==> src/rtl/imu_sample_time_sync_interpolator_defines.svh <==
// Assertion helpers for the IMU time-sync interpolator.
`ifndef IMU_SAMPLE_TIME_SYNC_INTERPOLATOR_DEFINES_SVH
`define IMU_SAMPLE_TIME_SYNC_INTERPOLATOR_DEFINES_SVH

// Same-cycle implication.
`define IMUSYNC_ASSERT_NOW(lbl, ante, cons) \
    lbl: assert property (@(posedge clk) disable iff (!rst_n) (ante) |-> (cons)) \
        else $error("imusync check failed");

// Next-cycle implication.
`define IMUSYNC_ASSERT_NEXT(lbl, ante, cons) \
    lbl: assert property (@(posedge clk) disable iff (!rst_n) (ante) |=> (cons)) \
        else $error("imusync check failed");

`endif

==> src/rtl/imusync_pkg.sv <==
package imusync_pkg;

    localparam int BUFFER_DEPTH = 16;
    localparam int AW           = $clog2(BUFFER_DEPTH);
    localparam int CNT_W        = AW + 1;

    localparam int STAMP_W    = 48;
    localparam int MOTION_W   = 32;
    localparam int QUAT_W     = 16;
    localparam int GAP_W      = 24;
    localparam int STATUS_W   = 3;
    localparam int NUM_MOTION = 6;
    localparam int NUM_QUAT   = 4;
    localparam int NUM_CHAN   = NUM_MOTION + NUM_QUAT;
    localparam int QUAT_BASE  = STAMP_W + NUM_MOTION * MOTION_W;
    localparam int ENTRY_W    = QUAT_BASE + NUM_QUAT * QUAT_W;
    localparam int CH_W       = 4;
    localparam int W_W        = 25;
    localparam int PROD_W     = 57;
    localparam int ACC_W      = 58;
    localparam int DIV_N_W    = 64;
    localparam int DIV_D_W    = 32;
    localparam int SUM_W      = 34;
    localparam int NORM_SHIFT = 28;

    localparam logic [GAP_W-1:0] GAP_RESET = 24'd200000;

    localparam logic REQ_PUSH = 1'b0;
    localparam logic REQ_SYNC = 1'b1;

    typedef enum logic [STATUS_W-1:0] {
        STAT_OK    = 3'd0,
        STAT_FULL  = 3'd1,
        STAT_EARLY = 3'd2,
        STAT_FEW   = 3'd3,
        STAT_GAP   = 3'd4
    } status_t;

    typedef enum logic [4:0] {
        ST_IDLE,
        ST_PUSH,
        ST_WALK,
        ST_RD0,
        ST_RD1,
        ST_RD2,
        ST_CMP,
        ST_COPY,
        ST_MUL_A,
        ST_MUL_B,
        ST_DIV_GO,
        ST_DIV_WAIT,
        ST_SQ_MUL,
        ST_SQ_ADD,
        ST_SQRT_GO,
        ST_SQRT_WAIT,
        ST_NRM_GO,
        ST_NRM_WAIT,
        ST_DONE
    } state_t;

    typedef struct packed {
        logic               start;
        logic [DIV_N_W-1:0] dividend;
        logic [DIV_D_W-1:0] divisor;
    } div_req_t;

    function automatic logic [AW-1:0] slot_add(input logic [AW-1:0] head,
                                               input logic [CNT_W-1:0] k);
        logic [CNT_W:0] sum;
        sum = (CNT_W+1)'(head) + (CNT_W+1)'(k);
        if (sum >= (CNT_W+1)'(BUFFER_DEPTH))
            sum = sum - (CNT_W+1)'(BUFFER_DEPTH);
        return sum[AW-1:0];
    endfunction

    function automatic logic signed [MOTION_W-1:0] chan_val(input logic [ENTRY_W-1:0] entry,
                                                            input logic [CH_W-1:0] ch);
        logic [MOTION_W-1:0] m;
        logic [QUAT_W-1:0]   q;
        m = '0;
        q = '0;
        for (int i = 0; i < NUM_MOTION; i++)
            if (ch == CH_W'(i))
                m = entry[STAMP_W + i*MOTION_W +: MOTION_W];
        for (int i = 0; i < NUM_QUAT; i++)
            if (ch == CH_W'(NUM_MOTION + i))
                q = entry[QUAT_BASE + i*QUAT_W +: QUAT_W];
        if (ch < CH_W'(NUM_MOTION))
            return $signed(m);
        else
            return MOTION_W'($signed(q));
    endfunction

endpackage

==> src/rtl/imusync_sqrt.sv <==
module imusync_sqrt (
    input  logic                            clk,
    input  logic                            rst_n,
    input  logic                            start,
    input  logic [imusync_pkg::DIV_N_W-1:0] radicand,
    output logic                            done,
    output logic [imusync_pkg::DIV_D_W-1:0] root
);
    import imusync_pkg::*;

    logic               run_reg;
    logic               done_reg;
    logic [4:0]         cnt_reg;
    logic [DIV_N_W-1:0] v_reg;
    logic [DIV_N_W-1:0] res_reg;
    logic [DIV_N_W-1:0] bit_reg;
    logic [DIV_N_W-1:0] trial;

    assign trial = res_reg + bit_reg;

    always_ff @(posedge clk or negedge rst_n)
    begin
        if (!rst_n)
        begin
            run_reg  <= 1'b0;
            done_reg <= 1'b0;
            cnt_reg  <= '0;
        end
        else
        begin
            done_reg <= 1'b0;
            if (start)
            begin
                run_reg <= 1'b1;
                cnt_reg <= '0;
            end
            else if (run_reg)
            begin
                cnt_reg <= cnt_reg + 5'd1;
                if (cnt_reg == 5'd31)
                begin
                    run_reg  <= 1'b0;
                    done_reg <= 1'b1;
                end
            end
        end
    end

    always_ff @(posedge clk)
    begin
        if (start)
        begin
            v_reg   <= radicand;
            res_reg <= '0;
            bit_reg <= DIV_N_W'(1) << 62;
        end
        else if (run_reg)
        begin
            if (v_reg >= trial)
            begin
                v_reg   <= v_reg - trial;
                res_reg <= (res_reg >> 1) + bit_reg;
            end
            else
            begin
                res_reg <= res_reg >> 1;
            end
            bit_reg <= bit_reg >> 2;
        end
    end

    assign done = done_reg;
    assign root = res_reg[DIV_D_W-1:0];

endmodule

==> config.mk <==
export PLATFORM = sky130hd
export DESIGN_NAME = imusync_sqrt
export DESIGN_NICKNAME = d
export VERILOG_FILES = /design/src/rtl/imu_sample_time_sync_interpolator_defines.svh /design/src/rtl/imusync_pkg.sv /design/src/rtl/imusync_sqrt.sv
export SDC_FILE = /design/constraint.sdc
export NUM_CORES = 1
export LEC_CHECK = 0
export ABC_AREA = 1
export BUFFER_PORTS_ARGS = -buffer_cell sky130_fd_sc_hd__buf_2
export CORE_MARGIN = 2
export CORE_UTILIZATION = 40
export DETAILED_ROUTE_END_ITERATION = 7
export PLACE_DENSITY_LB_ADDON = 0.05
export SLEW_MARGIN = 30
export SYNTH_ARGS = -nofsm -noshare
export SYNTH_HDL_FRONTEND = slang
export SYNTH_SLANG_ARGS = --single-unit
==> constraint.sdc <==
create_clock -name clk -period 8.4 [get_ports clk]
set_clock_uncertainty 0.15 [all_clocks]
set_input_delay 0 -clock clk [delete_from_list [all_inputs] [get_ports clk]]
set_output_delay 0 -clock clk [all_outputs]
set_load 0.005 [all_outputs]
==> results_dict.tcl <==
set metrics [dict create \
    grt_pass1_vias 21900 \
    routed_wl_um 81900 \
    pwr-share-clk 0.126 \
    ctsRootBufferMaster "clkbuf_16" \
    critPathKind "reg -> reg" \
    clk_latency_ps 520 \
    grt_first_pass_wirelength_um 124000 \
    power_mw 6.61 \
    drtPass1Iterations 8 \
    fin_nets 3731 \
    die_w_um 225 \
    yosysTopAreaCell "nand2_1" \
    path_max_fanout 36 \
    tightestPinTransition_ps 920 \
    finalInstanceArea_um2 21600 \
    synth-seq-cells 167 \
    pre_cts_ws_ps 2290 \
    fp.dieH_um 225 \
    p_leak_nw 9.85 \
    yosys_warnings 0 \
    drt-met1-wl_um 35900 \
    synth_common_cells "1118 x nand2_1, 517 x inv_1, 386 x nor2_1" \
    grt_max_degree 94 \
    highest-signal-layer "met4" \
    holdCritPathClass "in -> reg" \
    synth_most_common_cell "nand2_1" \
    fin_cells 4166 \
    synth_area_leaders "nand2_1 21%, inv_1 9.9%, dfxtp_1 9.8%" \
    cp-start-kind "flop" \
    setup_viol 0 \
    ys.flop_type "dfxtp_1" \
    vias 22500 \
    synth_area_um2 19600 \
    fin_tns_setup_ps 0 \
    synth_seq_area_share 0.205 \
    seq_power_share 0.218 \
    multiInputGateArea_um2 13100 \
    outcome "finished, final reports clean" \
    io_pins 100 \
    finalCritPeriodShare 0.739 \
    antenna_cells 0 \
    dieArea_um2 50700 \
    drt-vias-per-instance 5.39 \
    synth_cell_type_count 49 \
    p_int_mw 2.98 \
    p_sw_mw 3.63 \
    post-route-min-period_ps 6210 \
    p_sw_frac 0.549 \
    maxSlewViolCount 0 \
    core.rowCount 81 \
    dp_hpwl_um 66800 \
    drc 0 \
    wl_met3_um 4390 \
    wl_met2_um 37800 \
    regArea_um2 4020 \
    avgSynthCellArea_um2 5.71 \
    clockBufferDepth 2 \
    rsz0062_at_grt "no" \
    finalHoldViolations 0 \
    cts-resized-gates 0 \
    syn_to_final_growth_pct 10.6 \
    drive_gt1_frac 0.0525 \
    place_inst 4068 \
    maxCapViolCount 0 \
    cts_htree_levels 4 \
    grt_antenna_before_repair 0 \
    clock_sinks 167 \
    crit_arrival_ps 6240 \
    detail-route-antenna-nets 0 \
    syn_inst 3423 \
    power_frac_comb 0.655 \
    cts_buffers 17 \
    synth_fp_nets 3623 \
    synth_top_area_share 0.215 \
    io_buffers 99 \
    first_iter_violations 2036 \
    placedInstanceArea_um2 20400 \
    layout_setup_ws_ps 2190 \
    grt_overflow_total 0 \
    wire_per_inst_um 19.7 \
    core_area_um2 48600 \
    max_freq_mhz 161 \
    async_flop_share 0.0419 \
    cts.reportedPaths.clkPinSlew_ps 80 \
    track_usage 0.325 \
    cts_tree "done" \
    gp_congestion 1.03 \
    synth_edf_count 64 \
    powerDensity_nw_per_um2 305 \
    n_fill_cell 5370 \
    required_ps 8430 \
    initial_core_util 0.402 \
    vdd_drop_max_uv 172 \
    slew_headroom 0.387 \
    cp-end-kind "flop" \
]
-- per-stage QoR --
stage | hold WS, ps | util
floorplan | -446 | -
global placement | -312 | 0.419
detailed placement | -311 | 0.420
CTS | 24.6 | 0.445
global route | 98.3 | 0.445
finish | 27.8 | 0.445
-- worst max-delay path, cell delays in order (launching register included) --
cell     delay, ps
dfxtp_1        580
ha_1           320
nand2_1        130
o21ai_0        450
nand2_1        150
o21ai_0        330
a21oi_1         60
o21ai_0        320
nand3_1        150
nand2_1        180
xnor2_1        100
ha_1           370
nand2_1        130
nor3_1         250
nand2_1        220
nor3_2         260
nand2_4        340
a31oi_4        850
buf_4          480
-- layer usage --
| layer | GRT usage | up-vias |
|---|---|---|
| met3 | 0.0326 | 160 |
| met4 | 0.155 | 0 |
| li1 | - | 11200 |
| met1 | 0.421 | 10300 |
| met5 | 0 | - |
| met2 | 0.543 | 796 |
-- kinds of logic (layout without fill, tap and decap cells) --
kind of cell | Yosys count | after routing | share of synthesized area
AO/OA/AOI/OAI | 470 | 470 | 0.132
XOR/XNOR | 82 | 82 | 0.0367
adder cells (fa/ha/maj) | 133 | 133 | 0.0855
buffers and inverters | 612 | 733 | 0.128
flip-flops | 167 | 167 | 0.205
AND/OR/NAND/NOR | 1959 | 1959 | 0.413
-- layout make-up --
| cell class | instances | share of cell area |
|---|---|---|
| timing repair buffer | 173 | 0.0562 |
| clock buffer | 20 | 0.0211 |
| tap | 622 | 0.0360 |
| inverter | 528 | 0.0916 |
| clock inverter | 12 | 0.00491 |
| sequential | 167 | 0.186 |
| multi-input combinational | 2644 | 0.604 |
-- power by group through the flow --
stage / sequential [mW] / combinational [mW] / clock, mW
finish: 1.44 / 4.33 / 0.833
CTS: 1.43 / 4.26 / 0.838
detailed placement: 1.45 / 4.21 / 0
global route: 1.47 / 4.82 / 0.862
global placement: 1.44 / 4.19 / 0
floorplan: 1.35 / 3.13 / 0
-- cells in the final DEF (no fill, tap or decap), drive strengths merged, types with 3 or more instances in the layout --
| master | n |
|---|---|
| a21boi | 4 |
| o21bai | 27 |
| clkinv | 3 |
| or2 | 21 |
| nand3b | 22 |
| o21a | 6 |
| a21oi | 184 |
| xnor2 | 44 |
| a31oi | 8 |
| nor4 | 8 |
| dfxtp | 96 |
| xor2 | 38 |
| o211ai | 5 |
| nor3 | 45 |
| clkbuf | 20 |
| inv | 536 |
| ha | 132 |
| nor2 | 390 |
| nand2 | 1122 |
| edfxtp | 64 |
| dfrtp | 7 |
| dlygate4sd3 | 66 |
| buf | 107 |
| nand3 | 323 |
| o22ai | 31 |
| o21ai | 188 |
| a21o | 12 |
| nand4 | 26 |
-- path summary, 6_finish.rpt --
path | cells past startpoint | from | endpoint | slack [ps]
worst min register to register | 2 | res_reg[0] | res_reg[0] | 360
min in group asynchronous | 3 | rst_n | cnt_reg[0] | 310
worst max-delay path | 18 | res_reg[22] | v_reg[50] | 2190
max in group asynchronous | 3 | rst_n | run_reg | 7530
worst min-delay path | 3 | start | done | 30
worst max register to register | 18 | res_reg[22] | v_reg[50] | 2190
-- repair_timing --
item / in CTS / in global routing
buffers inserted: 0 / 0
endpoints found under the setup margin: 0 / 0
hold buffers: 66 / 0
endpoints found under the hold margin: 71 / 0
Note: power is estimated with default switching activity, not from simulation.
