$ cat config.mk
export PLATFORM = sky130hd
export DESIGN_NAME = imusync_ram
export DESIGN_NICKNAME = d
export VERILOG_FILES = /design/src/rtl/imu_sample_time_sync_interpolator_defines.svh /design/src/rtl/imusync_ram.sv
export SDC_FILE = /design/constraint.sdc
export NUM_CORES = 1
export LEC_CHECK = 0
export BUFFER_PORTS_ARGS = -buffer_cell sky130_fd_sc_hd__buf_2
export CORE_MARGIN = 2
export CORE_UTILIZATION = 50
export DETAILED_ROUTE_END_ITERATION = 10
export GPL_ROUTABILITY_DRIVEN = 0
export HOLD_SLACK_MARGIN = 0.12
export PLACE_DENSITY = 0.67
export SETUP_SLACK_MARGIN = 0.4
export SLEW_MARGIN = 20
export SYNTH_ARGS = -nofsm -noshare
export SYNTH_HDL_FRONTEND = slang
export SYNTH_SLANG_ARGS = --single-unit
$ cat constraint.sdc
create_clock -name clk -period 5.1 [get_ports clk]
set_clock_uncertainty 0.1 [all_clocks]
set_input_delay 0.51 -clock clk [delete_from_list [all_inputs] [get_ports clk]]
set_output_delay 0.51 -clock clk [all_outputs]
set_load 0.05 [all_outputs]
$ cat src/rtl/imu_sample_time_sync_interpolator_defines.svh
// Assertion helpers for the IMU time-sync interpolator.
`ifndef IMU_SAMPLE_TIME_SYNC_INTERPOLATOR_DEFINES_SVH
`define IMU_SAMPLE_TIME_SYNC_INTERPOLATOR_DEFINES_SVH

// Same-cycle implication.
`define IMUSYNC_ASSERT_NOW(lbl, ante, cons) \
    lbl: assert property (@(posedge clk) disable iff (!rst_n) (ante) |-> (cons)) \
        else $error("imusync check failed");

// Next-cycle implication.
`define IMUSYNC_ASSERT_NEXT(lbl, ante, cons) \
    lbl: assert property (@(posedge clk) disable iff (!rst_n) (ante) |=> (cons)) \
        else $error("imusync check failed");

`endif

$ cat src/rtl/imusync_ram.sv
module imusync_ram #(
    parameter int WIDTH = 8,
    parameter int DEPTH = 16
) (
    input  logic                     clk,
    input  logic                     we,
    input  logic [$clog2(DEPTH)-1:0] waddr,
    input  logic [WIDTH-1:0]         wdata,
    input  logic [$clog2(DEPTH)-1:0] raddr,
    output logic [WIDTH-1:0]         rdata
);

    logic [WIDTH-1:0] mem [DEPTH];
    logic [WIDTH-1:0] rdata_reg;

    always_ff @(posedge clk)
    begin
        if (we)
        begin
            mem[waddr] <= wdata;
        end
        rdata_reg <= mem[raddr];
    end

    assign rdata = rdata_reg;

endmodule

==> results.yml, run 1 <==
status:
  status: "complete, no violations"
run:
  drv_cap: 0
worst_setup_path:
  worstSetupEndpointType: "register"
  arrival_ns: 1.88
  crit_start: "waddr[2]"
  r2r_end: "rdata[4]$_DFF_P_"
  required_ns: 5.12
  critPathMaxFanout: 8
  reg2reg_slack_ns: 3.62
  r2r_cells: 3
  criticalPathCategory: "input pin to register"
  endpoint: "mem[2][3]$_DFFE_PP_"
  r2r_start: "mem[9][4]$_DFFE_PP_"
  cp-start-kind: "input pin"
yosys:
  synth_cell_types: 19
  synth_top_family_by_area: "multiplexers"
  yosysTopAreaCell: "edfxtp_1"
  synth-compound-area-share_pct: 2.333
  syn-cell-area_mm2: 0.005147
  avgSynthCellArea_um2: 22.48
  ys_async_sr_fraction_pct: 0
  synth_seq_area_share_pct: 77.78
  synthTopCellsByArea: "edfxtp_1 75%, mux4_2 7.9%, mux4_1 7.1%, dfxtp_1 3.1%, a22oi_1 2.3%"
  yosys_register_bits: 136
  synth_fa_ha_area_share_pct: 0
  synth-simple-area-share_pct: 3.184
  synth_most_common_cell: "edfxtp_1"
  synth.top_cell.area_share_pct: 74.67
  syn_inst: 229
  synth-edff-count: 128
  yosys-mux-area-fraction_pct: 15.02
  synth_common_cells: "128 x edfxtp_1, 18 x mux4_2, 16 x a22oi_1"
  synth_nets: 247
  synth_flop_cell: "edfxtp_1"
  yosysWarnings: 0
  synth-xor-area-share_pct: 0
timing:
  min_period_over_period_pct: 36.45
  period_needed_ns: 1.859
  hold_slack_ns: 0.2790
  setup_viol: 0
  slew_headroom_pct: 36.31
  worst_pin_slew_ns: 0.9519
  slew_violations: 0
  fin_ws_ns: 3.241
  rsz0062_at_grt: "no"
  finalHoldViolCount: 0
  timing.fmax_ghz: 0.5379
  setup-tns-final_ns: 0
global_route:
  grt_util_all_layers_pct: 18.00
  antenna_found_initial: 0
  grt_pass1_vias: 2429
  grt_overflow: 0
  grt_pass1_wl_um: 14050
  grt_max_degree: 33
placement:
  port-buffer-count: 25
  dpl_worst_slack_ns: 2.460
  dpl_cell_area_mm2: 0.005381
  placedCellCount: 382
  dp_hpwl_um: 5521
finish:
  num-nets-final: 283
  regArea_mm2: 0.004004
  fillers: 718
  multi_input_area_mm2: 0.001067
  drive_gt1_share_pct: 27.70
  insertedDiodeCount: 0
  final_cell_area_mm2: 0.005972
  final_cells: 414
  largest_reg_flops: 128
  synthToLayoutAreaGrowth_pct: 16.02
power_and_ir_drop:
  ir_worst_vdd_uv: 229.0
  pwr_density_cell_mw_per_mm2: 433.3
  p_leak_nw: 1.986
min_path:
  hold_path.class: "input pin to register"
  hold_path_depth: 1
clock_tree:
  worstSkewPairLatency_ns: 0.52
  cts_tree: "yes"
  cts_buffer_depth: 2
  cts.clk_slew.worst_paths_ns: 0.06
  cts_sinks: 136
  hold_buffers: 0
  cts_setup_buffers: 0
  cts-root-buf: "clkbuf_8"
  numCtsBuffers: 17
  cts_resized: 0
  cts_max_level: 4
drt:
  wirelength_um: 9091
  ant_nets: 0
  wl_per_cell_um: 21.96
  dr.pass1.iters: 4
  num_vias: 2344
  viasPerCell: 5.662
  drtIter0Drc: 178
  drc: 0
die:
  floorplan.die.width_um: 105.5
  initial_core_util_pct: 50.77
  die_area_mm2: 0.01112
  core_mm2: 0.01014
  row_count: 37
  ios: 26
  die_h_um: 105.5
## final cells by class
cell class | instances | share of cell area [%]
Tap cell | 136 | 2.849
Timing Repair Buffer | 27 | 2.388
Clock buffer | 21 | 7.354
Multi-Input combinational cell | 83 | 17.87
Clock inverter | 11 | 2.493
Sequential cell | 136 | 67.04
## worst min-delay path by stage
stage | startpoint | end
after detailed placement | mem[4][2]$_DFFE_PP_ | rdata[2]$_DFF_P_
after global routing | wdata[4] | mem[14][4]$_DFFE_PP_
final | wdata[6] | mem[13][6]$_DFFE_PP_
after global placement | mem[14][6]$_DFFE_PP_ | rdata[6]$_DFF_P_
after floorplan | wdata[0] | mem[0][0]$_DFFE_PP_
after CTS | wdata[1] | mem[7][1]$_DFFE_PP_
## power by group
part           switching [mW]  total, mW  internal [mW]
combinational          0.0862      0.131         0.0450
clock                   0.441       1.20          0.758
sequential            0.00692       1.26           1.25
## per-stage QoR
stage               total power [mW]  util (%)
finish                         2.587     58.90
global route                   2.668     58.90
CTS                            2.606     58.88
detailed placement             1.414     53.08
global placement               1.410     53.03
floorplan                      1.368         -
## critical path: stages
cell and delay, ns:
buf_2 0.11, or3b_2 0.51, nor2_1 0.74
## cell families after synthesis
kind of cell / count (synthesis)
DFF: 136
and+or+nand+nor: 35
muxes: 32
AOI/OAI and AO/OA: 16
buffers and inverters: 10
## cells in the final DEF, fill, tap and decap left out
| cell | instances |
|---|---|
| buf_4 | 3 |
| and2b_1 | 1 |
| nor3_1 | 2 |
| clkinvlp_4 | 3 |
| clkbuf_16 | 16 |
| nor2b_1 | 1 |
| nand2b_1 | 2 |
| clkbuf_1 | 3 |
| inv_6 | 1 |
| edfxtp_1 | 128 |
| mux4_1 | 14 |
| clkinv_2 | 2 |
| mux4_2 | 18 |
| nand2_1 | 9 |
| nor3_2 | 2 |
| and2_1 | 1 |
| buf_2 | 24 |
| clkbuf_8 | 2 |
| or3b_2 | 1 |
| nand3b_1 | 2 |
| dfxtp_1 | 8 |
| nand3_1 | 1 |
| a22oi_1 | 16 |
| nor2_1 | 13 |
| clkinv_4 | 2 |
| bufinv_16 | 3 |
## metal layers
layer	up-vias	global-route usage (%)	share of wire [%]
li1	1048	-	-
met1	1228	25.12	44
met2	61	27.70	50
met3	7	5.318	4.5
met4	0	5.714	0.76
met5	-	0	0
Note: power is estimated with default switching activity, not from simulation.
==> run 2, diff against run 1 <==
--- a/config.mk
+++ b/config.mk
@@ -11,7 +11,7 @@
 export DETAILED_ROUTE_END_ITERATION = 10
 export GPL_ROUTABILITY_DRIVEN = 0
 export HOLD_SLACK_MARGIN = 0.12
-export PLACE_DENSITY = 0.67
+export PLACE_DENSITY = 0.7
 export SETUP_SLACK_MARGIN = 0.4
 export SLEW_MARGIN = 20
 export SYNTH_ARGS = -nofsm -noshare
==> constraint.sdc (replaced) <==
create_clock -name clk -period 1.5 [get_ports clk]
set_clock_uncertainty 0.1 [all_clocks]
set_input_delay 0.15 -clock clk [delete_from_list [all_inputs] [get_ports clk]]
set_output_delay 0.15 -clock clk [all_outputs]
set_load 0.05 [all_outputs]
==> run 2 against run 1 <==
  * Count of clock-buffer cells in the layout fell by 4
  * Die area unchanged
  * Combinational power rose to 4.5 times the previous value
  * Sequential power rose to 3.4 times the previous value
  * First-iteration DRC count is 37% higher
  * Sequential cell count is the same
  * Design area increased by 8.0%
  * Global-route usage up 0.98 points
  * Largest cell class unchanged
  * Critical path type is now register to register
==> results.yml, run 2 (synthesis gave the netlist of run 1 again) <==
power_and_ir_drop:
  p_total_mw: 8.852
  p_leak_nw: 2.112
  ir_worst_vdd_uv: 691.5
  pwr_density_cell_mw_per_mm2: 1372
drt:
  drc: 0
  wl_per_cell_um: 22.10
  num_vias: 2429
  dr.pass1.iters: 4
  routed.top_layer: "met4"
  wl_met2_um: 5159
  drtIter0Drc: 243
  wirelength_um: 9658
  ant_nets: 0
  met1_length_um: 3991
  dr_wl_met3_um: 460
  viasPerCell: 5.558
die:
  ios: 26
  die_h_um: 105.5
  initial_core_util_pct: 50.77
  die_area_mm2: 0.01112
  core_mm2: 0.01014
  floorplan.die.width_um: 105.5
  row_count: 37
clock_tree:
  cts_max_level: 4
  numCtsBuffers: 17
  cts-root-buf: "clkbuf_8"
  cts_setup_buffers: 0
  cts.clk_slew.worst_paths_ns: 0.06
  cts_tree: "yes"
  cts_sinks: 136
  cts_buffer_depth: 2
  worstSkewPairLatency_ns: 0.50
  hold_buffers: 9
timing:
  rsz0062_at_grt: "yes"
  slew_headroom_pct: 39.65
  period_needed_ns: 1.391
  setup_viol: 0
  hold_slack_ns: 0.05241
  slew_violations: 0
  timing.fmax_ghz: 0.7189
  finalHoldViolCount: 0
  worst_pin_slew_ns: 0.9033
  min_period_over_period_pct: 92.73
global_route:
  grt_util_all_layers_pct: 18.98
  grt_pass1_vias: 2588
  antenna_found_initial: 0
  grt_overflow: 0
  grt_pass1_wl_um: 15040
  grt_max_degree: 33
worst_setup_path:
  arrival_ns: 1.66
  critPathMaxFanout: 1
  r2r_cells: 3
  criticalPathCategory: "register to register"
  worstSetupEndpointType: "register"
  r2r_end: "rdata[0]$_DFF_P_"
  r2r_start: "mem[8][0]$_DFFE_PP_"
  reg2reg_slack_ns: 0.11
  required_ns: 1.77
  cp-start-kind: "register"
min_path:
  hold_end: "mem[4][4]$_DFFE_PP_"
  hold_path_depth: 3
  hold_start: "waddr[0]"
  hold_path.class: "input pin to register"
placement:
  dp_hpwl_um: 6067
  placedCellCount: 398
  port-buffer-count: 25
finish:
  final_cell_mix: "128 x edfxtp_1, 32 x mux4_2, 17 x buf_2, 16 x clkbuf_16, 10 x buf_12"
  largest_reg_flops: 128
  fillers: 651
  final_common_cell: "edfxtp_1"
  num-nets-final: 308
  post-route-util_pct: 63.63
  final_cells: 437
  synthToLayoutAreaGrowth_pct: 25.33
  drive_gt1_share_pct: 44.85
  insertedDiodeCount: 0
run:
  drv_cap: 0
status:
  status: "complete, no violations"
==> run 2: power by group <==
group | internal [mW] | leakage, nW | switching, mW
Clock | 2.50 | 0.269 | 1.46
Sequential | 4.26 | 1.22 | 0.0391
Combinational | 0.262 | 0.617 | 0.333
==> run 2: timing repair <==
| action | 4_1_cts | 5_1_grt |
|---|---|---|
| setup endpoints to repair | 16 | 16 |
| endpoints found under the hold margin | 144 | 8 |
| resized for setup | 37 | 4 |
| pin swaps | 3 | 2 |
==> run 2: cell type report <==
| class | instances | area [um2] | share of cell area (%) |
|---|---|---|---|
| clock buffer | 17 | 414.1 | 6.420 |
| clock inverter | 13 | 156.4 | 2.424 |
| multi-input combinational | 83 | 1142 | 17.71 |
| sequential | 136 | 4016 | 62.26 |
| tap | 136 | 170.2 | 2.638 |
| timing repair buffer | 52 | 551.8 | 8.553 |
==> run 2: through the flow <==
| step | worst slack, ns | instance area, um2 | setup TNS [ns] |
|---|---|---|---|
| 2_1_floorplan | 0.1470 | 5230 | 0 |
| 3_3_place_gp | -0.1189 | 5665 | -0.5960 |
| 3_5_place_dp | -0.1555 | 5665 | -0.7975 |
| 4_1_cts | 0.1077 | 6440 | 0 |
| 5_1_grt | 0.08935 | 6451 | 0 |
| 6_report | 0.1090 | 6451 | 0 |
==> run 2: routing by layer <==
layer  track usage, %  up-vias
met2            29.95       77
li1                 -     1081
met5                0        -
met3            3.958        2
met4            6.952        0
met1            26.50     1269
==> run 2: critical path, stage by stage (launching register included) <==
cell and delay (ns):
edfxtp_1 0.40, mux4_2 0.48, a22oi_2 0.17, nand2_1 0.10
==> run 2: how the worst max path moves through the flow <==
stage	startpoint	to	slack [ns]	cells past startpoint
2_1_floorplan	waddr[2]	mem[0][0]$_DFFE_PP_	0.15	2
5_1_grt	mem[11][5]$_DFFE_PP_	rdata[5]$_DFF_P_	0.09	3
3_5_place_dp	raddr[0]	rdata[5]$_DFF_P_	-0.16	5
6_report	mem[8][0]$_DFFE_PP_	rdata[0]$_DFF_P_	0.11	3
4_1_cts	mem[11][5]$_DFFE_PP_	rdata[5]$_DFF_P_	0.11	3
3_3_place_gp	raddr[0]	rdata[0]$_DFF_P_	-0.12	5
