### src/rtl/imu_sample_time_sync_interpolator_defines.svh
// Assertion helpers for the IMU time-sync interpolator.
`ifndef IMU_SAMPLE_TIME_SYNC_INTERPOLATOR_DEFINES_SVH
`define IMU_SAMPLE_TIME_SYNC_INTERPOLATOR_DEFINES_SVH

// Same-cycle implication.
`define IMUSYNC_ASSERT_NOW(lbl, ante, cons) \
    lbl: assert property (@(posedge clk) disable iff (!rst_n) (ante) |-> (cons)) \
        else $error("imusync check failed");

// Next-cycle implication.
`define IMUSYNC_ASSERT_NEXT(lbl, ante, cons) \
    lbl: assert property (@(posedge clk) disable iff (!rst_n) (ante) |=> (cons)) \
        else $error("imusync check failed");

`endif

### src/rtl/imusync_pkg.sv
package imusync_pkg;

    localparam int BUFFER_DEPTH = 16;
    localparam int AW           = $clog2(BUFFER_DEPTH);
    localparam int CNT_W        = AW + 1;

    localparam int STAMP_W    = 48;
    localparam int MOTION_W   = 32;
    localparam int QUAT_W     = 16;
    localparam int GAP_W      = 24;
    localparam int STATUS_W   = 3;
    localparam int NUM_MOTION = 6;
    localparam int NUM_QUAT   = 4;
    localparam int NUM_CHAN   = NUM_MOTION + NUM_QUAT;
    localparam int QUAT_BASE  = STAMP_W + NUM_MOTION * MOTION_W;
    localparam int ENTRY_W    = QUAT_BASE + NUM_QUAT * QUAT_W;
    localparam int CH_W       = 4;
    localparam int W_W        = 25;
    localparam int PROD_W     = 57;
    localparam int ACC_W      = 58;
    localparam int DIV_N_W    = 64;
    localparam int DIV_D_W    = 32;
    localparam int SUM_W      = 34;
    localparam int NORM_SHIFT = 28;

    localparam logic [GAP_W-1:0] GAP_RESET = 24'd200000;

    localparam logic REQ_PUSH = 1'b0;
    localparam logic REQ_SYNC = 1'b1;

    typedef enum logic [STATUS_W-1:0] {
        STAT_OK    = 3'd0,
        STAT_FULL  = 3'd1,
        STAT_EARLY = 3'd2,
        STAT_FEW   = 3'd3,
        STAT_GAP   = 3'd4
    } status_t;

    typedef enum logic [4:0] {
        ST_IDLE,
        ST_PUSH,
        ST_WALK,
        ST_RD0,
        ST_RD1,
        ST_RD2,
        ST_CMP,
        ST_COPY,
        ST_MUL_A,
        ST_MUL_B,
        ST_DIV_GO,
        ST_DIV_WAIT,
        ST_SQ_MUL,
        ST_SQ_ADD,
        ST_SQRT_GO,
        ST_SQRT_WAIT,
        ST_NRM_GO,
        ST_NRM_WAIT,
        ST_DONE
    } state_t;

    typedef struct packed {
        logic               start;
        logic [DIV_N_W-1:0] dividend;
        logic [DIV_D_W-1:0] divisor;
    } div_req_t;

    function automatic logic [AW-1:0] slot_add(input logic [AW-1:0] head,
                                               input logic [CNT_W-1:0] k);
        logic [CNT_W:0] sum;
        sum = (CNT_W+1)'(head) + (CNT_W+1)'(k);
        if (sum >= (CNT_W+1)'(BUFFER_DEPTH))
            sum = sum - (CNT_W+1)'(BUFFER_DEPTH);
        return sum[AW-1:0];
    endfunction

    function automatic logic signed [MOTION_W-1:0] chan_val(input logic [ENTRY_W-1:0] entry,
                                                            input logic [CH_W-1:0] ch);
        logic [MOTION_W-1:0] m;
        logic [QUAT_W-1:0]   q;
        m = '0;
        q = '0;
        for (int i = 0; i < NUM_MOTION; i++)
            if (ch == CH_W'(i))
                m = entry[STAMP_W + i*MOTION_W +: MOTION_W];
        for (int i = 0; i < NUM_QUAT; i++)
            if (ch == CH_W'(NUM_MOTION + i))
                q = entry[QUAT_BASE + i*QUAT_W +: QUAT_W];
        if (ch < CH_W'(NUM_MOTION))
            return $signed(m);
        else
            return MOTION_W'($signed(q));
    endfunction

endpackage

### src/rtl/imusync_div.sv
module imusync_div (
    input  logic                                clk,
    input  logic                                rst_n,
    input  imusync_pkg::div_req_t               req,
    output logic                                done,
    output logic [imusync_pkg::DIV_N_W-1:0]     quot
);
    import imusync_pkg::*;

    logic               run_reg;
    logic               done_reg;
    logic [6:0]         cnt_reg;
    logic [DIV_D_W-1:0] rem_reg;
    logic [DIV_N_W-1:0] quo_reg;
    logic [DIV_D_W-1:0] dvs_reg;
    logic [DIV_D_W:0]   shifted;
    logic               fits;

    assign shifted = {rem_reg, quo_reg[DIV_N_W-1]};
    assign fits    = shifted >= {1'b0, dvs_reg};

    always_ff @(posedge clk or negedge rst_n)
    begin
        if (!rst_n)
        begin
            run_reg  <= 1'b0;
            done_reg <= 1'b0;
            cnt_reg  <= '0;
        end
        else
        begin
            done_reg <= 1'b0;
            if (req.start)
            begin
                run_reg <= 1'b1;
                cnt_reg <= '0;
            end
            else if (run_reg)
            begin
                cnt_reg <= cnt_reg + 7'd1;
                if (cnt_reg == 7'(DIV_N_W - 1))
                begin
                    run_reg  <= 1'b0;
                    done_reg <= 1'b1;
                end
            end
        end
    end

    always_ff @(posedge clk)
    begin
        if (req.start)
        begin
            quo_reg <= req.dividend;
            dvs_reg <= req.divisor;
            rem_reg <= '0;
        end
        else if (run_reg)
        begin
            quo_reg <= {quo_reg[DIV_N_W-2:0], fits};
            rem_reg <= fits ? DIV_D_W'(shifted - {1'b0, dvs_reg}) : shifted[DIV_D_W-1:0];
        end
    end

    assign done = done_reg;
    assign quot = quo_reg;

endmodule

### config.mk
export PLATFORM = sky130hd
export DESIGN_NAME = imusync_div
export DESIGN_NICKNAME = d
export VERILOG_FILES = /design/src/rtl/imu_sample_time_sync_interpolator_defines.svh /design/src/rtl/imusync_pkg.sv /design/src/rtl/imusync_div.sv
export SDC_FILE = /design/constraint.sdc
export NUM_CORES = 1
export LEC_CHECK = 0
export ABC_AREA = 1
export BUFFER_PORTS_ARGS = -buffer_cell sky130_fd_sc_hd__buf_2
export CORE_MARGIN = 3
export CORE_UTILIZATION = 50
export CTS_BUF_LIST = sky130_fd_sc_hd__clkbuf_8
export DETAILED_ROUTE_END_ITERATION = 10
export PLACE_DENSITY = 0.74
export SLEW_MARGIN = 0
export SYNTH_ARGS = -nofsm -noshare
export SYNTH_HDL_FRONTEND = slang
export SYNTH_SLANG_ARGS = --single-unit
### constraint.sdc
create_clock -name clk -period 3.5 [get_ports clk]
set_input_delay 0.7 -clock clk [delete_from_list [all_inputs] [get_ports clk]]
set_output_delay 0.7 -clock clk [all_outputs]
set_load 0.005 [all_outputs]
==> results by stage <==
Synthesis:
- By area the synthesized netlist is led by sky130_fd_sc_hd__edfxtp_1 (35%), sky130_fd_sc_hd__nand2_1 (23%), sky130_fd_sc_hd__inv_1 (8.3%).
- The number of different library cells used by synthesis comes to 36.
- The cell taking the most area after synthesis is sky130_fd_sc_hd__edfxtp_1.
- The most common flop cell mapped by yosys is sky130_fd_sc_hd__edfxtp_1.
- Of all flip-flops after synthesis, the portion carrying an async set or reset was 0.0657.
- Dividing the synthesized area by the synthesized cell count gives between 7 and 8 µm².
- In this run the cell area of the synthesized design comes to a little over 8000 µm².
- The Yosys step of the flow raised 0 warnings.
- The most common cell in the synthesized netlist is sky130_fd_sc_hd__nand2_1.
- The number of cells produced by synthesis is 1131.
- The fraction of the yosys area taken by sequential cells is 0.456.
- The share of synthesized area in the top cell type comes to 0.350.
- Synthesis inferred approximately 140 register bits.
- Counting flops with a built-in enable in the synthesized netlist gives 96.
- When the netlist entered floorplanning its net count stood at around 1300.
- The commonest cells after synthesis are sky130_fd_sc_hd__nand2_1 (507), sky130_fd_sc_hd__inv_1 (183), sky130_fd_sc_hd__edfxtp_1 (96), sky130_fd_sc_hd__nand3_1 (82), sky130_fd_sc_hd__nor2_1 (46).

Floorplanning:
- The area of the placeable core is 16000 µm².
- The number of cell rows is between 40 and 50.
- The overall die width is ~130 µm.
- The initial utilization of the core area, before any placement, comes to 0.514.
- The height of the chip is roughly 130 µm.
- The die area is around 18000 µm².
- roughly 160 I/O pins were placed.

STA:
- The number of pins exceeding their max-slew limit in the final report is 0.
- The final number of hold-violating endpoints is 0.
- At the pin with the least slew margin, the transition time is ~1100 ps.
- The largest clock skew in the final design is around 23 ps.
- Setup repair after global routing left no endpoint under its margin.
- The worst pin sits at a relative slew slack of 0.254.
- Setup violations remaining at the end of the flow were counted as 0.
- The total negative setup slack is 0 ps.
- Static timing analysis puts the maximum clock frequency at a little under 400 MHz.
- For the finished layout, the period the worst path requires is ~2600 ps.
- The part of the cycle the worst path needs is 0.743.

Clock tree:
- After clock tree synthesis, the clock-pin slew on the worst setup and hold paths is 100 ps.
- TritonCTS built the clock tree.
- The count of instances resized after the clock tree is built is 0.
- The buffer count from post-CTS setup fixing is 0.
- The insertion delay of the later-clocked pin in the worst-skew pair is between 400 and 500 ps.
- The number of clock buffers inserted by TritonCTS is 17.
- The H-tree was split into 4 levels.
- The clock drives around 140 sinks.
- The maximum buffer depth of the clock tree is 2.
- Hold repair after CTS inserted 0 buffers.
- CTS placed an instance of sky130_fd_sc_hd__clkbuf_8 at the clock tree root.

Worst setup path:
- In this design, the largest share of critical-path delay is due to simple AND/OR/NAND/NOR gates.
- STA classifies the critical path startpoint as a flip-flop.
- The most critical setup path has its startpoint at dvs_reg[8].
- The critical path is of the flip-flop to flip-flop type.
- The worst setup path is captured at a flip-flop.
- Walking the worst path, the cells encountered are inv_1 -> ha_1 -> nand2_1 -> nor2_2 -> nand3_1 -> nand3_2 -> nand2_1 -> nand2_1 -> nand2_2 -> nand2_4 -> nand3_1 -> nand2_1 -> nand2_1.
- The slowest stage of the critical path belongs to the cell sky130_fd_sc_hd__nand2_4.
- The critical path's most frequent cell is sky130_fd_sc_hd__nand2_1.
- The critical path arrival is slightly below 3000 ps.
- Of all nets on the critical path, the largest fanout is 32.
- The required time at the worst-slack endpoint is a little under 4000 ps.
- The reg2reg setup slack is between 900 and 1000 ps.
- In this run the critical register-to-register path is launched from dvs_reg[8].
- The buffer and inverter count on the worst path is 1.
- The highest cell delay on the worst timing path is about 440 ps.

Placement:
- The placed wire-length estimate after detailed placement is 15300 µm.
- Summing all placed instances gives a cell area of 9230 µm².
- Counting tap cells, the placed design contains a total of 1487 instances.
- The count of buffers added on input and output ports is 163.
- The congestion estimate from routability-driven global placement came to between 1 and 1.5.

Route:
- For this run, design rule violations remaining after detail routing come to 0.
- The detailed-route vias per instance is approximately 4.8.
- After the first detailed-routing iteration, the DRC count stood at 495.
- The final route contains 7348 vias.
- Summed over all layers, the routed wires come to just over 20000 µm.
- In the final routed layout, each cell accounts on average for around 13 µm.
- The count of antenna-violating nets left after detailed routing is 0.
- The detailed-router iteration count before antenna repair is 5.

Cells and area:
- The flip-flop count of the largest register after layout is between 60 and 70.
- Excluding fillers, the count of instances in the completed layout stands at between 1500 and 2000.
- The cell area after layout is ~9600 µm².
- The number of filler instances in the final layout is about 1500.
- The net count of the finished layout is around 1400.
- The share of layout cells above drive strength 1 is 0.167.
- Measured on the finished design, the core utilization comes to 0.603.
- The repair_antennas step left the layout with diodes totalling 0.
- The signed area change from the synthesized netlist to the final layout is 17.2%.

Global routing:
- The pin count of the biggest net entering global routing is 70.
- The initial antenna violation count is 0.
- In the global route stage, overall resource usage came out at 0.230.
- The first-pass GRT wire length is roughly 33000 µm.
- After global routing the overflow that remains totals 0.
- The via count of the first global-routing pass is between 7000 and 8000.

Pwr:
- The largest vdd supply drop is between 0.3 and 0.4 mV.
- The leakage dissipation is around 5.3 nW.
- The power density over cell area is 605 nW/µm².
- The final total power is a little under 6 mW.

Run:
- The number of maximum-capacitance constraint violations is 0.

Worst hold path:
- The class of the worst hold path is input port to asynchronous set/reset pin.

Run status:
- The run finished with clean final reports.
## worst paths after layout
path / cells after the start / end
setup reg to reg: 13 / rem_reg[25]
hold reg to reg: 2 / rem_reg[13]
setup / recovery: 13 / rem_reg[25]
max in group asynchronous: 1 / cnt_reg[0]
hold / removal: 1 / cnt_reg[1]
min in group clk: 1 / dvs_reg[7]
## layout by cell type (no fill, tap or decap), types with 2 or more instances in the layout
cell	netlist	final
sky130_fd_sc_hd__inv_6	0	4
sky130_fd_sc_hd__bufinv_16	0	2
sky130_fd_sc_hd__nand2_1	507	507
sky130_fd_sc_hd__dfxtp_1	32	32
sky130_fd_sc_hd__a21oi_1	25	25
sky130_fd_sc_hd__nand4_1	9	9
sky130_fd_sc_hd__nor2_4	2	2
sky130_fd_sc_hd__dfrtp_1	9	9
sky130_fd_sc_hd__ha_1	33	33
sky130_fd_sc_hd__o21a_1	2	2
sky130_fd_sc_hd__o21ai_1	10	10
sky130_fd_sc_hd__nor4_1	2	2
sky130_fd_sc_hd__inv_2	0	2
sky130_fd_sc_hd__and2_1	3	3
sky130_fd_sc_hd__nor2_1	46	45
sky130_fd_sc_hd__edfxtp_1	96	96
sky130_fd_sc_hd__clkinvlp_4	0	2
sky130_fd_sc_hd__o21ai_0	8	8
sky130_fd_sc_hd__o21bai_1	3	3
sky130_fd_sc_hd__nand3_1	82	82
sky130_fd_sc_hd__nor3_1	6	6
sky130_fd_sc_hd__inv_8	0	5
sky130_fd_sc_hd__nand2_2	4	4
sky130_fd_sc_hd__xnor2_1	13	13
sky130_fd_sc_hd__nor2_2	4	5
sky130_fd_sc_hd__clkbuf_8	0	17
sky130_fd_sc_hd__buf_4	2	7
sky130_fd_sc_hd__inv_1	183	182
sky130_fd_sc_hd__nand3b_1	13	13
sky130_fd_sc_hd__buf_2	5	162
## power breakdown
part,switching [mW],internal (mW)
registers,0.136,1.98
clock network,0.702,0.664
logic,1.47,0.872
total,2.31,3.52
## through the flow
step | worst slack [ps] | hold WS, ps
CTS | 930 | 57.8
global placement | 1000 | 456
global route | 656 | 48.0
detailed placement | 945 | 461
finish | 900 | 73.2
floorplan | 1060 | 404
## worst register-to-register path, stage by stage (launching register included)
cell                       delay, ps
sky130_fd_sc_hd__edfxtp_1        330
sky130_fd_sc_hd__inv_1            40
sky130_fd_sc_hd__ha_1            350
sky130_fd_sc_hd__nand2_1         130
sky130_fd_sc_hd__nor2_2          180
sky130_fd_sc_hd__nand3_1         110
sky130_fd_sc_hd__nand3_2         140
sky130_fd_sc_hd__nand2_1          90
sky130_fd_sc_hd__nand2_1          90
sky130_fd_sc_hd__nand2_2         290
sky130_fd_sc_hd__nand2_4         440
sky130_fd_sc_hd__nand3_1         160
sky130_fd_sc_hd__nand2_1         100
sky130_fd_sc_hd__nand2_1          40
## routing by layer
layer	part of all wire	GRT usage	wire, µm	up-vias
li1	-	-	-	3842
met1	0.44	0.302	8920	3264
met2	0.47	0.375	9550	211
met3	0.071	0.0581	1430	31
met4	0.017	0.0735	340	0
met5	0	0	0	-
## logic make-up (layout without fill, tap and decap cells)
kind of cell             Yosys count  in the layout  synth area share
XOR/XNOR                          14             14            0.0149
AND/OR/NAND/NOR                  681            681             0.340
AO/OA/AOI/OAI                     51             51            0.0335
flip-flops                       137            137             0.456
buffers and inverters            214            386             0.103
adder cells (fa/ha/maj)           34             34            0.0526
## cell type report
cell class / instances / area [µm²] / area share
clock inverters: 15 / 180 / 0.0187
multi-input cells: 780 / 3630 / 0.377
repair buffers: 170 / 883 / 0.0916
clock buffers: 17 / 234 / 0.0243
flip-flops and latches: 137 / 3750 / 0.389
well taps: 216 / 270 / 0.0280
inverters: 184 / 691 / 0.0716
(Power assumes the default switching activity.)
